### src/rtl/hvn_pkg.sv
`timescale 1ns / 1ps
`default_nettype none

package hvn_pkg;

  // Grid geometry
  localparam int GRID_SIZE = 32;
  localparam int HALF_GRID = GRID_SIZE / 2;
  localparam int WIN_DEPTH = 2 * GRID_SIZE + 1;
  localparam int ADDR_W    = $clog2(WIN_DEPTH);
  localparam int RC_W      = $clog2(GRID_SIZE);
  localparam int P_W       = $clog2(GRID_SIZE + 1);

  // Field widths
  localparam int HEIGHT_W   = 16;
  localparam int POS_W      = 7;
  localparam int NORM_W     = 16;
  localparam int IN_DATA_W  = 16;
  localparam int OUT_DATA_W = 2 * POS_W + HEIGHT_W + 3 * NORM_W + 2;

  // Normal arithmetic widths
  localparam int COMP_W      = 20;                // signed X or Z sum of neighbors
  localparam int MAG_W       = 19;                // magnitude of X or Z
  localparam int SQ_W        = 2 * MAG_W;         // squared component
  localparam int SUM_W       = SQ_W + 1;          // squared length
  localparam int FRAC_SHIFT  = 30;                // scale of (2^14)^2 * 4
  localparam int ROOT_W      = SUM_W + FRAC_SHIFT + 3;
  localparam int K_W         = 16;                // root digit register
  localparam int CNT_W       = $clog2(K_W);
  localparam int NQ_W        = 15;                // rounded magnitude, up to 2^14

  localparam logic [NORM_W-1:0] Q14_ONE = NORM_W'(16384);
  localparam logic [SQ_W-1:0]   Y_SQ    = SQ_W'(1536 * 1536);

endpackage

`default_nettype wire

### src/rtl/hvn_ram.sv
`timescale 1ns / 1ps
`default_nettype none

module hvn_ram #(
  parameter int WIDTH = 16,
  parameter int DEPTH = 64
) (
  input  logic                     clk_i,
  input  logic                     we_i,
  input  logic [$clog2(DEPTH)-1:0] waddr_i,
  input  logic [WIDTH-1:0]         wdata_i,
  input  logic                     re_i,
  input  logic [$clog2(DEPTH)-1:0] raddr_i,
  output logic [WIDTH-1:0]         rdata_o
);

  logic [WIDTH-1:0] mem_q [DEPTH];
  logic [WIDTH-1:0] rdata_q;

  // Write one word, read one word with a registered output
  always_ff @(posedge clk_i) begin
    if (we_i) begin
      mem_q[waddr_i] <= wdata_i;
    end
    if (re_i) begin
      rdata_q <= mem_q[raddr_i];
    end
  end

  assign rdata_o = rdata_q;

endmodule

`default_nettype wire

### src/rtl/hvn_root.sv
`timescale 1ns / 1ps
`default_nettype none

// Finds r = floor(sqrt(c2 * 2^30 / s)) one bit per cycle, MSB first, and
// returns (r + 1) / 2, i.e. round(16384 * |c| / sqrt(s)) with ties away from zero.
module hvn_root (
  input  logic                      clk_i,
  input  logic                      rst_ni,
  input  logic                      start_i,
  input  logic [hvn_pkg::SUM_W-1:0] s_i,
  input  logic [hvn_pkg::SQ_W-1:0]  c2_i,
  output logic                      done_o,
  output logic [hvn_pkg::NQ_W-1:0]  m_o
);
  import hvn_pkg::*;

  logic              busy_q;
  logic              done_q;
  logic [CNT_W-1:0]  cnt_q;
  logic [ROOT_W-1:0] a_q;   // c2 * 2^30
  logic [ROOT_W-1:0] p_q;   // k^2 * s
  logic [ROOT_W-1:0] f_q;   // k * s * 2^(b+1)
  logic [ROOT_W-1:0] e_q;   // s * 2^(2b)
  logic [K_W-1:0]    k_q;
  logic [ROOT_W-1:0] cand;
  logic              take;
  logic [K_W-1:0]    k_inc;

  // Trial square for the current bit
  assign cand  = p_q + f_q + e_q;
  assign take  = (cand <= a_q);
  assign k_inc = k_q + K_W'(1);

  // Sequence the bit steps
  always_ff @(posedge clk_i or negedge rst_ni) begin
    if (!rst_ni) begin
      busy_q <= 1'b0;
      done_q <= 1'b0;
      cnt_q  <= '0;
    end else begin
      done_q <= busy_q && !start_i && (cnt_q == '0);
      if (start_i) begin
        busy_q <= 1'b1;
        cnt_q  <= CNT_W'(K_W - 1);
      end else if (busy_q) begin
        cnt_q <= cnt_q - 1'b1;
        if (cnt_q == '0) begin
          busy_q <= 1'b0;
        end
      end
    end
  end

  // Update the partial square and shift in one root bit
  always_ff @(posedge clk_i) begin
    if (start_i) begin
      a_q <= ROOT_W'(c2_i) << FRAC_SHIFT;
      e_q <= ROOT_W'(s_i) << FRAC_SHIFT;
      f_q <= '0;
      p_q <= '0;
      k_q <= '0;
    end else if (busy_q) begin
      e_q <= e_q >> 2;
      k_q <= {k_q[K_W-2:0], take};
      if (take) begin
        p_q <= cand;
        f_q <= (f_q + (e_q << 1)) >> 1;
      end else begin
        f_q <= f_q >> 1;
      end
    end
  end

  assign done_o = done_q;
  assign m_o    = k_inc[NQ_W:1];

endmodule

`default_nettype wire

### src/rtl/heightfield_vertex_normal_unit.sv
`timescale 1ns / 1ps
`default_nettype none

// A border vertex reads its center height and loads the result; an inner vertex reads
// its window taps, squares X and Z, sums, runs the bit-serial root for X, Y and Z and
// loads the result. One item in flight: no height is accepted until the result is loaded;
// a first-row item gives no result; the final item of a grid adds GRID_SIZE border results.
// Reset: asynchronous, active low; clears counters and handshakes. The height window RAM
// is not cleared and gets no clearing pass; no entry is read before it is written.
module heightfield_vertex_normal_unit (
  input  logic                           clk_i,
  input  logic                           rst_ni,
  input  logic                           s_axis_tvalid_i,
  output logic                           s_axis_tready_o,
  input  logic [hvn_pkg::IN_DATA_W-1:0]  s_axis_tdata_i,  // [15:0] height
  output logic                           m_axis_tvalid_o,
  input  logic                           m_axis_tready_i,
  // [6:0] pos_x, [13:7] pos_z, [29:14] pos_y, [45:30] normal_x, [61:46] normal_y,
  // [77:62] normal_z, [78] tex_u, [79] tex_v
  output logic [hvn_pkg::OUT_DATA_W-1:0] m_axis_tdata_o,
  output logic                           m_axis_tlast_o   // last_of_run
);
  import hvn_pkg::*;

  typedef enum logic [6:0] {
    S_IDLE = 7'b0000001,
    S_READ = 7'b0000010,
    S_SQX  = 7'b0000100,
    S_SQZ  = 7'b0001000,
    S_SUM  = 7'b0010000,
    S_ROOT = 7'b0100000,
    S_OUT  = 7'b1000000
  } state_e;

  // Window taps: center, left, up, up-right, right, down, down-left
  localparam logic [2:0] TAP_CTR = 3'd0;
  localparam logic [2:0] TAP_L   = 3'd1;
  localparam logic [2:0] TAP_U   = 3'd2;
  localparam logic [2:0] TAP_UR  = 3'd3;
  localparam logic [2:0] TAP_R   = 3'd4;
  localparam logic [2:0] TAP_D   = 3'd5;
  localparam logic [2:0] TAP_DL  = 3'd6;
  localparam logic [2:0] TAP_ALL = 3'd7;
  localparam logic [2:0] TAP_ONE = 3'd1;

  localparam logic [ADDR_W-1:0] OFF_L  = ADDR_W'(GRID_SIZE + 1);
  localparam logic [ADDR_W-1:0] OFF_U  = ADDR_W'(2 * GRID_SIZE);
  localparam logic [ADDR_W-1:0] OFF_UR = ADDR_W'(2 * GRID_SIZE - 1);
  localparam logic [ADDR_W-1:0] OFF_R  = ADDR_W'(GRID_SIZE - 1);
  localparam logic [ADDR_W-1:0] OFF_D  = ADDR_W'(0);
  localparam logic [ADDR_W-1:0] OFF_DL = ADDR_W'(1);

  localparam logic [1:0] COMP_X = 2'd0;
  localparam logic [1:0] COMP_Y = 2'd1;
  localparam logic [1:0] COMP_Z = 2'd2;

  localparam logic [RC_W-1:0] LAST_RC = RC_W'(GRID_SIZE - 1);
  localparam logic [P_W-1:0]  P_CTR   = P_W'(GRID_SIZE);
  localparam logic [P_W-1:0]  P_FLUSH = P_W'(GRID_SIZE - 1);

  state_e state_q, state_d;

  logic [ADDR_W-1:0] wp_q, wp_next;
  logic [RC_W-1:0]   in_row_q, in_col_q;
  logic [RC_W-1:0]   row_q, col_q;
  logic [P_W-1:0]    p_q;
  logic              flush_pending_q, flushing_q;
  logic [2:0]        tap_q, tap_prev, n_tap;
  logic [1:0]        comp_q;
  logic              start_q;
  logic              out_valid_q;
  logic              out_free;
  logic              in_acc;
  logic              inner;
  logic              more;
  logic              read_end;

  logic [ADDR_W-1:0]   tap_off;
  logic [ADDR_W-1:0]   rd_addr;
  logic [ADDR_W:0]     rd_wrap;
  logic                rd_en;
  logic [HEIGHT_W-1:0] rdata;

  logic signed [COMP_W-1:0] h1, h2;
  logic signed [COMP_W-1:0] x_q, z_q;
  logic [COMP_W-1:0]        x_abs, z_abs;
  logic [MAG_W-1:0]         mul_in;
  logic [SQ_W-1:0]          sq;
  logic [SQ_W-1:0]          x2_q, z2_q, root_c2;
  logic [SUM_W-1:0]         s_q;
  logic                     x_neg_q, z_neg_q;
  logic                     root_done;
  logic [NQ_W-1:0]          root_m;
  logic [NORM_W-1:0]        m_pos;
  logic [HEIGHT_W-1:0]      pos_y_q;
  logic [NORM_W-1:0]        nx_q, ny_q, nz_q;
  logic [OUT_DATA_W-1:0]    out_data_q;
  logic                     out_last_q;
  logic [POS_W-1:0]         pos_x, pos_z;

  assign s_axis_tready_o = (state_q == S_IDLE);
  assign in_acc          = s_axis_tvalid_i && s_axis_tready_o;
  assign wp_next         = (wp_q == ADDR_W'(WIN_DEPTH - 1)) ? '0 : wp_q + 1'b1;

  // Vertex classification and read sequencing
  assign inner    = (row_q != '0) && (col_q != '0) && (row_q != LAST_RC) &&
                    (col_q != LAST_RC) && (p_q == P_CTR);
  assign n_tap    = inner ? TAP_ALL : TAP_ONE;
  assign tap_prev = tap_q - 3'd1;
  assign read_end = (state_q == S_READ) && (tap_q == n_tap);
  assign rd_en    = (state_q == S_READ) && (tap_q < n_tap);
  assign out_free = !out_valid_q || m_axis_tready_i;
  assign more     = flush_pending_q || (flushing_q && (col_q != LAST_RC));

  // Select the window offset of the current tap
  always_comb begin
    unique case (tap_q)
      TAP_CTR: tap_off = ADDR_W'(p_q);
      TAP_L:   tap_off = OFF_L;
      TAP_U:   tap_off = OFF_U;
      TAP_UR:  tap_off = OFF_UR;
      TAP_R:   tap_off = OFF_R;
      TAP_D:   tap_off = OFF_D;
      TAP_DL:  tap_off = OFF_DL;
      default: tap_off = '0;
    endcase
  end

  // Map age to a circular buffer address
  assign rd_wrap = {1'b0, wp_q} + (ADDR_W + 1)'(WIN_DEPTH) - {1'b0, tap_off};
  assign rd_addr = (wp_q >= tap_off) ? (wp_q - tap_off) : rd_wrap[ADDR_W-1:0];

  hvn_ram #(
    .WIDTH (HEIGHT_W),
    .DEPTH (WIN_DEPTH)
  ) u_window (
    .clk_i   (clk_i),
    .we_i    (in_acc),
    .waddr_i (wp_next),
    .wdata_i (s_axis_tdata_i[HEIGHT_W-1:0]),
    .re_i    (rd_en),
    .raddr_i (rd_addr),
    .rdata_o (rdata)
  );

  assign h1 = COMP_W'($signed(rdata));
  assign h2 = h1 <<< 1;

  // Square one component magnitude per cycle
  assign x_abs  = x_q[COMP_W-1] ? COMP_W'(-x_q) : COMP_W'(x_q);
  assign z_abs  = z_q[COMP_W-1] ? COMP_W'(-z_q) : COMP_W'(z_q);
  assign mul_in = (state_q == S_SQZ) ? z_abs[MAG_W-1:0] : x_abs[MAG_W-1:0];
  assign sq     = SQ_W'(mul_in) * SQ_W'(mul_in);

  always_comb begin
    unique case (comp_q)
      COMP_X:  root_c2 = x2_q;
      COMP_Y:  root_c2 = Y_SQ;
      default: root_c2 = z2_q;
    endcase
  end

  hvn_root u_root (
    .clk_i   (clk_i),
    .rst_ni  (rst_ni),
    .start_i (start_q),
    .s_i     (s_q),
    .c2_i    (root_c2),
    .done_o  (root_done),
    .m_o     (root_m)
  );

  assign m_pos = NORM_W'(root_m);

  // Next state
  always_comb begin
    state_d = state_q;
    unique case (state_q)
      S_IDLE: if (in_acc && (in_row_q != '0)) state_d = S_READ;
      S_READ: if (read_end) state_d = inner ? S_SQX : S_OUT;
      S_SQX:  state_d = S_SQZ;
      S_SQZ:  state_d = S_SUM;
      S_SUM:  state_d = S_ROOT;
      S_ROOT: if (root_done && (comp_q == COMP_Z)) state_d = S_OUT;
      S_OUT:  if (out_free) state_d = more ? S_READ : S_IDLE;
      default: state_d = S_IDLE;
    endcase
  end

  // Control registers
  always_ff @(posedge clk_i or negedge rst_ni) begin
    if (!rst_ni) begin
      state_q         <= S_IDLE;
      wp_q            <= '0;
      in_row_q        <= '0;
      in_col_q        <= '0;
      row_q           <= '0;
      col_q           <= '0;
      p_q             <= '0;
      flush_pending_q <= 1'b0;
      flushing_q      <= 1'b0;
      tap_q           <= '0;
      comp_q          <= COMP_X;
      start_q         <= 1'b0;
      out_valid_q     <= 1'b0;
    end else begin
      state_q <= state_d;
      // Kick the root unit for the first component and after each finished one but the last
      start_q <= (state_q == S_SUM) ||
                 ((state_q == S_ROOT) && root_done && (comp_q != COMP_Z));
      // Hold the result until taken, load a new one when the slot frees
      if ((state_q == S_OUT) && out_free) begin
        out_valid_q <= 1'b1;
      end else if (m_axis_tready_i) begin
        out_valid_q <= 1'b0;
      end
      unique case (state_q)
        S_IDLE: begin
          if (in_acc) begin
            wp_q <= wp_next;
            if (in_col_q == LAST_RC) begin
              in_col_q <= '0;
              in_row_q <= (in_row_q == LAST_RC) ? '0 : in_row_q + 1'b1;
            end else begin
              in_col_q <= in_col_q + 1'b1;
            end
            // Result for the vertex one row above the new height
            row_q           <= in_row_q - 1'b1;
            col_q           <= in_col_q;
            p_q             <= P_CTR;
            flush_pending_q <= (in_row_q == LAST_RC) && (in_col_q == LAST_RC);
            flushing_q      <= 1'b0;
            tap_q           <= '0;
          end
        end
        S_READ: begin
          if (!read_end) begin
            tap_q <= tap_q + 3'd1;
          end
        end
        S_SUM: begin
          comp_q <= COMP_X;
        end
        S_ROOT: begin
          if (root_done && (comp_q != COMP_Z)) begin
            comp_q <= comp_q + 2'd1;
          end
        end
        S_OUT: begin
          if (out_free) begin
            tap_q <= '0;
            // Advance to the flushed last row, one vertex at a time
            if (flush_pending_q) begin
              flush_pending_q <= 1'b0;
              flushing_q      <= 1'b1;
              row_q           <= LAST_RC;
              col_q           <= '0;
              p_q             <= P_FLUSH;
            end else if (more) begin
              col_q <= col_q + 1'b1;
              p_q   <= p_q - 1'b1;
            end else begin
              flushing_q <= 1'b0;
            end
          end
        end
        default: ;
      endcase
    end
  end

  assign pos_x = POS_W'(int'(col_q) - HALF_GRID);
  assign pos_z = POS_W'(HALF_GRID - int'(row_q));

  // Datapath registers
  always_ff @(posedge clk_i) begin
    if ((state_q == S_READ) && (tap_q != '0)) begin
      unique case (tap_prev)
        TAP_CTR: begin
          pos_y_q <= rdata;
          x_q     <= '0;
          z_q     <= '0;
        end
        TAP_L:  begin x_q <= x_q + h2; z_q <= z_q - h1; end
        TAP_U:  begin x_q <= x_q + h1; z_q <= z_q - h2; end
        TAP_UR: begin x_q <= x_q - h1; z_q <= z_q - h1; end
        TAP_R:  begin x_q <= x_q - h2; z_q <= z_q + h1; end
        TAP_D:  begin x_q <= x_q - h1; z_q <= z_q + h2; end
        TAP_DL: begin x_q <= x_q + h1; z_q <= z_q + h1; end
        default: ;
      endcase
    end
    // Border vertex: straight up
    if (read_end && !inner) begin
      nx_q <= '0;
      ny_q <= Q14_ONE;
      nz_q <= '0;
    end
    if (state_q == S_SQX) begin
      x2_q    <= sq;
      x_neg_q <= x_q[COMP_W-1];
    end
    if (state_q == S_SQZ) begin
      z2_q    <= sq;
      z_neg_q <= z_q[COMP_W-1];
    end
    if (state_q == S_SUM) begin
      s_q <= SUM_W'(x2_q) + SUM_W'(z2_q) + SUM_W'(Y_SQ);
    end
    // Store each normalized component with its sign
    if ((state_q == S_ROOT) && root_done) begin
      unique case (comp_q)
        COMP_X:  nx_q <= x_neg_q ? NORM_W'(-m_pos) : m_pos;
        COMP_Y:  ny_q <= m_pos;
        default: nz_q <= z_neg_q ? NORM_W'(-m_pos) : m_pos;
      endcase
    end
    // Load the output register
    if ((state_q == S_OUT) && out_free) begin
      out_data_q <= {row_q[0], col_q[0], nz_q, ny_q, nx_q, pos_y_q, pos_z, pos_x};
      out_last_q <= !more;
    end
  end

  assign m_axis_tvalid_o = out_valid_q;
  assign m_axis_tdata_o  = out_data_q;
  assign m_axis_tlast_o  = out_last_q;

endmodule

`default_nettype wire
### config.mk
export PLATFORM = sky130hd
export DESIGN_NAME = heightfield_vertex_normal_unit
export DESIGN_NICKNAME = d
export VERILOG_FILES = /design/src/rtl/hvn_pkg.sv /design/src/rtl/hvn_ram.sv /design/src/rtl/hvn_root.sv /design/src/rtl/heightfield_vertex_normal_unit.sv
export SDC_FILE = /design/constraint.sdc
export NUM_CORES = 2
export LEC_CHECK = 0
export BUFFER_PORTS_ARGS = -buffer_cell sky130_fd_sc_hd__buf_2
export CAP_MARGIN = 0
export CORE_MARGIN = 10
export CORE_UTILIZATION = 49
export DETAILED_ROUTE_END_ITERATION = 10
export PLACE_DENSITY = 0.67
export SYNTH_ARGS = -nofsm -noshare
export SYNTH_HDL_FRONTEND = slang
export SYNTH_SLANG_ARGS = --single-unit
### constraint.sdc
create_clock -name clk_i -period 10.25 [get_ports clk_i]
set_input_delay 0.5125 -clock clk_i [delete_from_list [all_inputs] [get_ports clk_i]]
set_output_delay 0.5125 -clock clk_i [all_outputs]
set_load 0.01 [all_outputs]
==> impl_metrics.ini <==
[timing]
skew_ps = 70.7
finalSetupViolCount = 0
layout_setup_ws_ps = 527
worstMarginPinSlew_ps = 1280
slew_viol_final = 0
grt_setup_unrepaired = no
relSlewSlack_pct = 14.8
fmax_mhz = 103
finalHoldViolCount = 0
whs_ps = 76.5
setup_tns_ps = 0
finalCriticalPeriod_ps = 9720
period_share_pct = 94.9

[yosys]
synth_top_area_cell = edfxtp_1
ys_async_sr_fraction_pct = 3.29
synthTopCellsByArea = edfxtp_1, fa_1, ha_1
yosysSeqAreaShare_pct = 50.7
synthFlopType = edfxtp_1
synth_seq_cells = 1671
yosysWarnings = 0
synth_edf_count = 1379
yosysTopAreaCellShare_pct = 44.2
synth_nets = 8952
syn_area_um2 = 93700
synth_cell_types = 93
synth_cells = 8109
synth_area_per_cell_um2 = 11.6

[global_route]
antenna_found_initial = 6
grt_max_degree = 129
grt_pass1_wl_um = 385000
overflow = 0
grt_pass1_vias = 64800
grtUsageTotal_pct = 23.2

[detailed_routing]
drt-initial-drc-count = 6462
drc = 0
antenna_left = 0
wirelength_um = 249000
avgRoutedWirePerCell_um = 23.0
vias_per_cell = 6.05
drtPass1Iterations = 6
vias = 65400

[floorplan]
ios = 103
die-area_um2 = 209000
initial_utilization_pct = 49.3
die_w_um = 457
die_height_um = 457
rows = 160
fp.coreArea_um2 = 190000

[setup_path]
cp.arrival_ps = 10350
path_buf_inv = 4
start_kind = flop
critPathMaxStageDelay_ps = 840
cp_common_cell = inv_1
crit_path_top_delay_cell = a2111oi_1
cp.required_ps = 10880
cp_top_family = simple AND/OR/NAND/NOR gates
criticalPathCategory = reg2reg
crit_path_start = u_root.e_q[0]$_SDFFE_PP0P_
path_max_fanout = 63
worst_setup_path_end_kind = flop
worstReg2RegStart = u_root.e_q[0]$_SDFFE_PP0P_

[clock_network]
cts-htree-levels = 4
clockRootBuffer = clkbuf_16
cts_tree = built
clockBufferDepth = 3
cts.sinks = 1671
cts-buffers-inserted = 177
clkSlewWorstSetupHoldPaths_ps = 60
clock_latency_ps = 850

[outcome]
status = complete, no violations

[place]
gp_congestion = 0.898
hpwlAfterDp_um = 167000
io_buffer_count = 102
dp_slack_ps = 389

[layout]
drive_gt1_share_pct = 9.16
nNetsFinal = 8996
area_growth_pct = 10.2

[run]
maxCapViolations = 0

[hold_path]
hold_class = in2reg
min_from = m_axis_tready_i
-- metrics by stage --
stage	instance area, um^2	util [%]	cells
floorplan	93700	-	8109
global route	103000	54.3	10800
global placement	97300	51.1	10500
finish	103000	54.3	10800
detailed placement	97300	51.1	10500
CTS	103000	54.3	10800
-- final timing paths --
kind	to	slack [ps]	depth (start not counted)
hold / removal	m_axis_tvalid_o$_DFFE_PN0P_	80	3
min in group asynchronous	u_root.cnt_q[2]$_DFFE_PN0P_	340	3
hold reg to reg	m_axis_tdata_o[55]$_DFFE_PP_	410	0
setup reg to reg	u_root.f_q[5]$_SDFFE_PP0P_	530	30
setup / recovery	u_root.f_q[5]$_SDFFE_PP0P_	530	30
max in group asynchronous	start_q$_DFF_PN0_	9150	3
-- registers in the layout, indices dropped and copies added, names as in the netlist, 7 cells and up --
signal            flops
state_q               7
u_root.k_q           16
x2_q                 37
s_q                  39
z_q                  20
u_root.e_q           69
wp_q                  7
pos_y_q              16
nx_q                 16
u_root.a_q           37
x_q                  20
z2_q                 37
nz_q                 16
u_window.rdata_o     16
u_root.p_q           72
ny_q                 16
u_window.mem_q     1040
u_root.f_q           71
m_axis_tdata_o       75
-- what timing repair did --
action,4_1_cts,5_1_grt
setup endpoints to repair,0,51
hold buffers,1,0
setup buffers,0,0
gates resized for setup,0,3
endpoints found under the hold margin,54,0
-- cells by family after synthesis --
group	count (synthesis)	share of synthesized area (%)
other	1	0.00400
adder cells (fa/ha/maj)	823	13.6
multiplexers	237	4.26
buffers and inverters	959	3.92
AND/OR/NAND/NOR	1988	9.66
flip-flops	1671	50.7
XOR/XNOR	401	3.78
AO/OA/AOI/OAI	2029	14.0
-- routing by layer --
metal / part of all wire [%] / global-route usage (%)
met5: 0.012 / 0
met3: 7.7 / 3.99
met4: 3.2 / 7.27
met1: 42 / 31.8
met2: 47 / 37.8
-- cells in the final DEF, fill, tap and decap left out, types with 94 or more instances in the layout --
cell type and count:
edfxtp_1 1379, nand2_1 723, a21oi_1 678, inv_1 544, nor2_1 522, ha_1 493
fa_1 329, o21ai_0 308, dfxtp_1 237, xnor2_1 218, nand3_1 195, clkbuf_16 180
xor2_1 179, a21o_1 169, or3_1 155, buf_4 154, a221oi_1 136, a22oi_1 132
mux4_2 128, a22o_1 106, buf_2 102, o22ai_1 94
-- layout make-up --
cell class,instances,area (um^2)
fillers,15900,86900
flip-flops and latches,1671,47500
multi-input cells,5479,42700
clock buffers,228,4740
well taps,2511,3140
inverters,559,2100
repair buffers,265,1840
clock inverters,103,1200
diodes,2,5.00
-- worst reg2reg max path: cells and delay by family, from the launching register on --
| family | cells | cell delay [ps] |
|---|---|---|
| mux | 1 | 330 |
| flops | 1 | 360 |
| buf+inv | 4 | 560 |
| simple gates | 11 | 3400 |
| compound gates | 9 | 3270 |
| xor+xnor | 1 | 240 |
| fa+ha+maj | 4 | 1400 |
-- synth_stat cells (132+ instances only) --
cell / number
a21o_1: 169
a21oi_1: 681
a221oi_1: 136
a22oi_1: 132
clkbuf_1: 345
dfxtp_1: 237
edfxtp_1: 1379
fa_1: 329
ha_1: 494
inv_1: 547
nand2_1: 723
nand3_1: 195
nor2_1: 538
o21ai_0: 313
or3_1: 155
xnor2_1: 219
xor2_1: 180
Power is not shown: default switching activity piles up to over one toggle a cycle in this logic, so the estimate is an artifact.
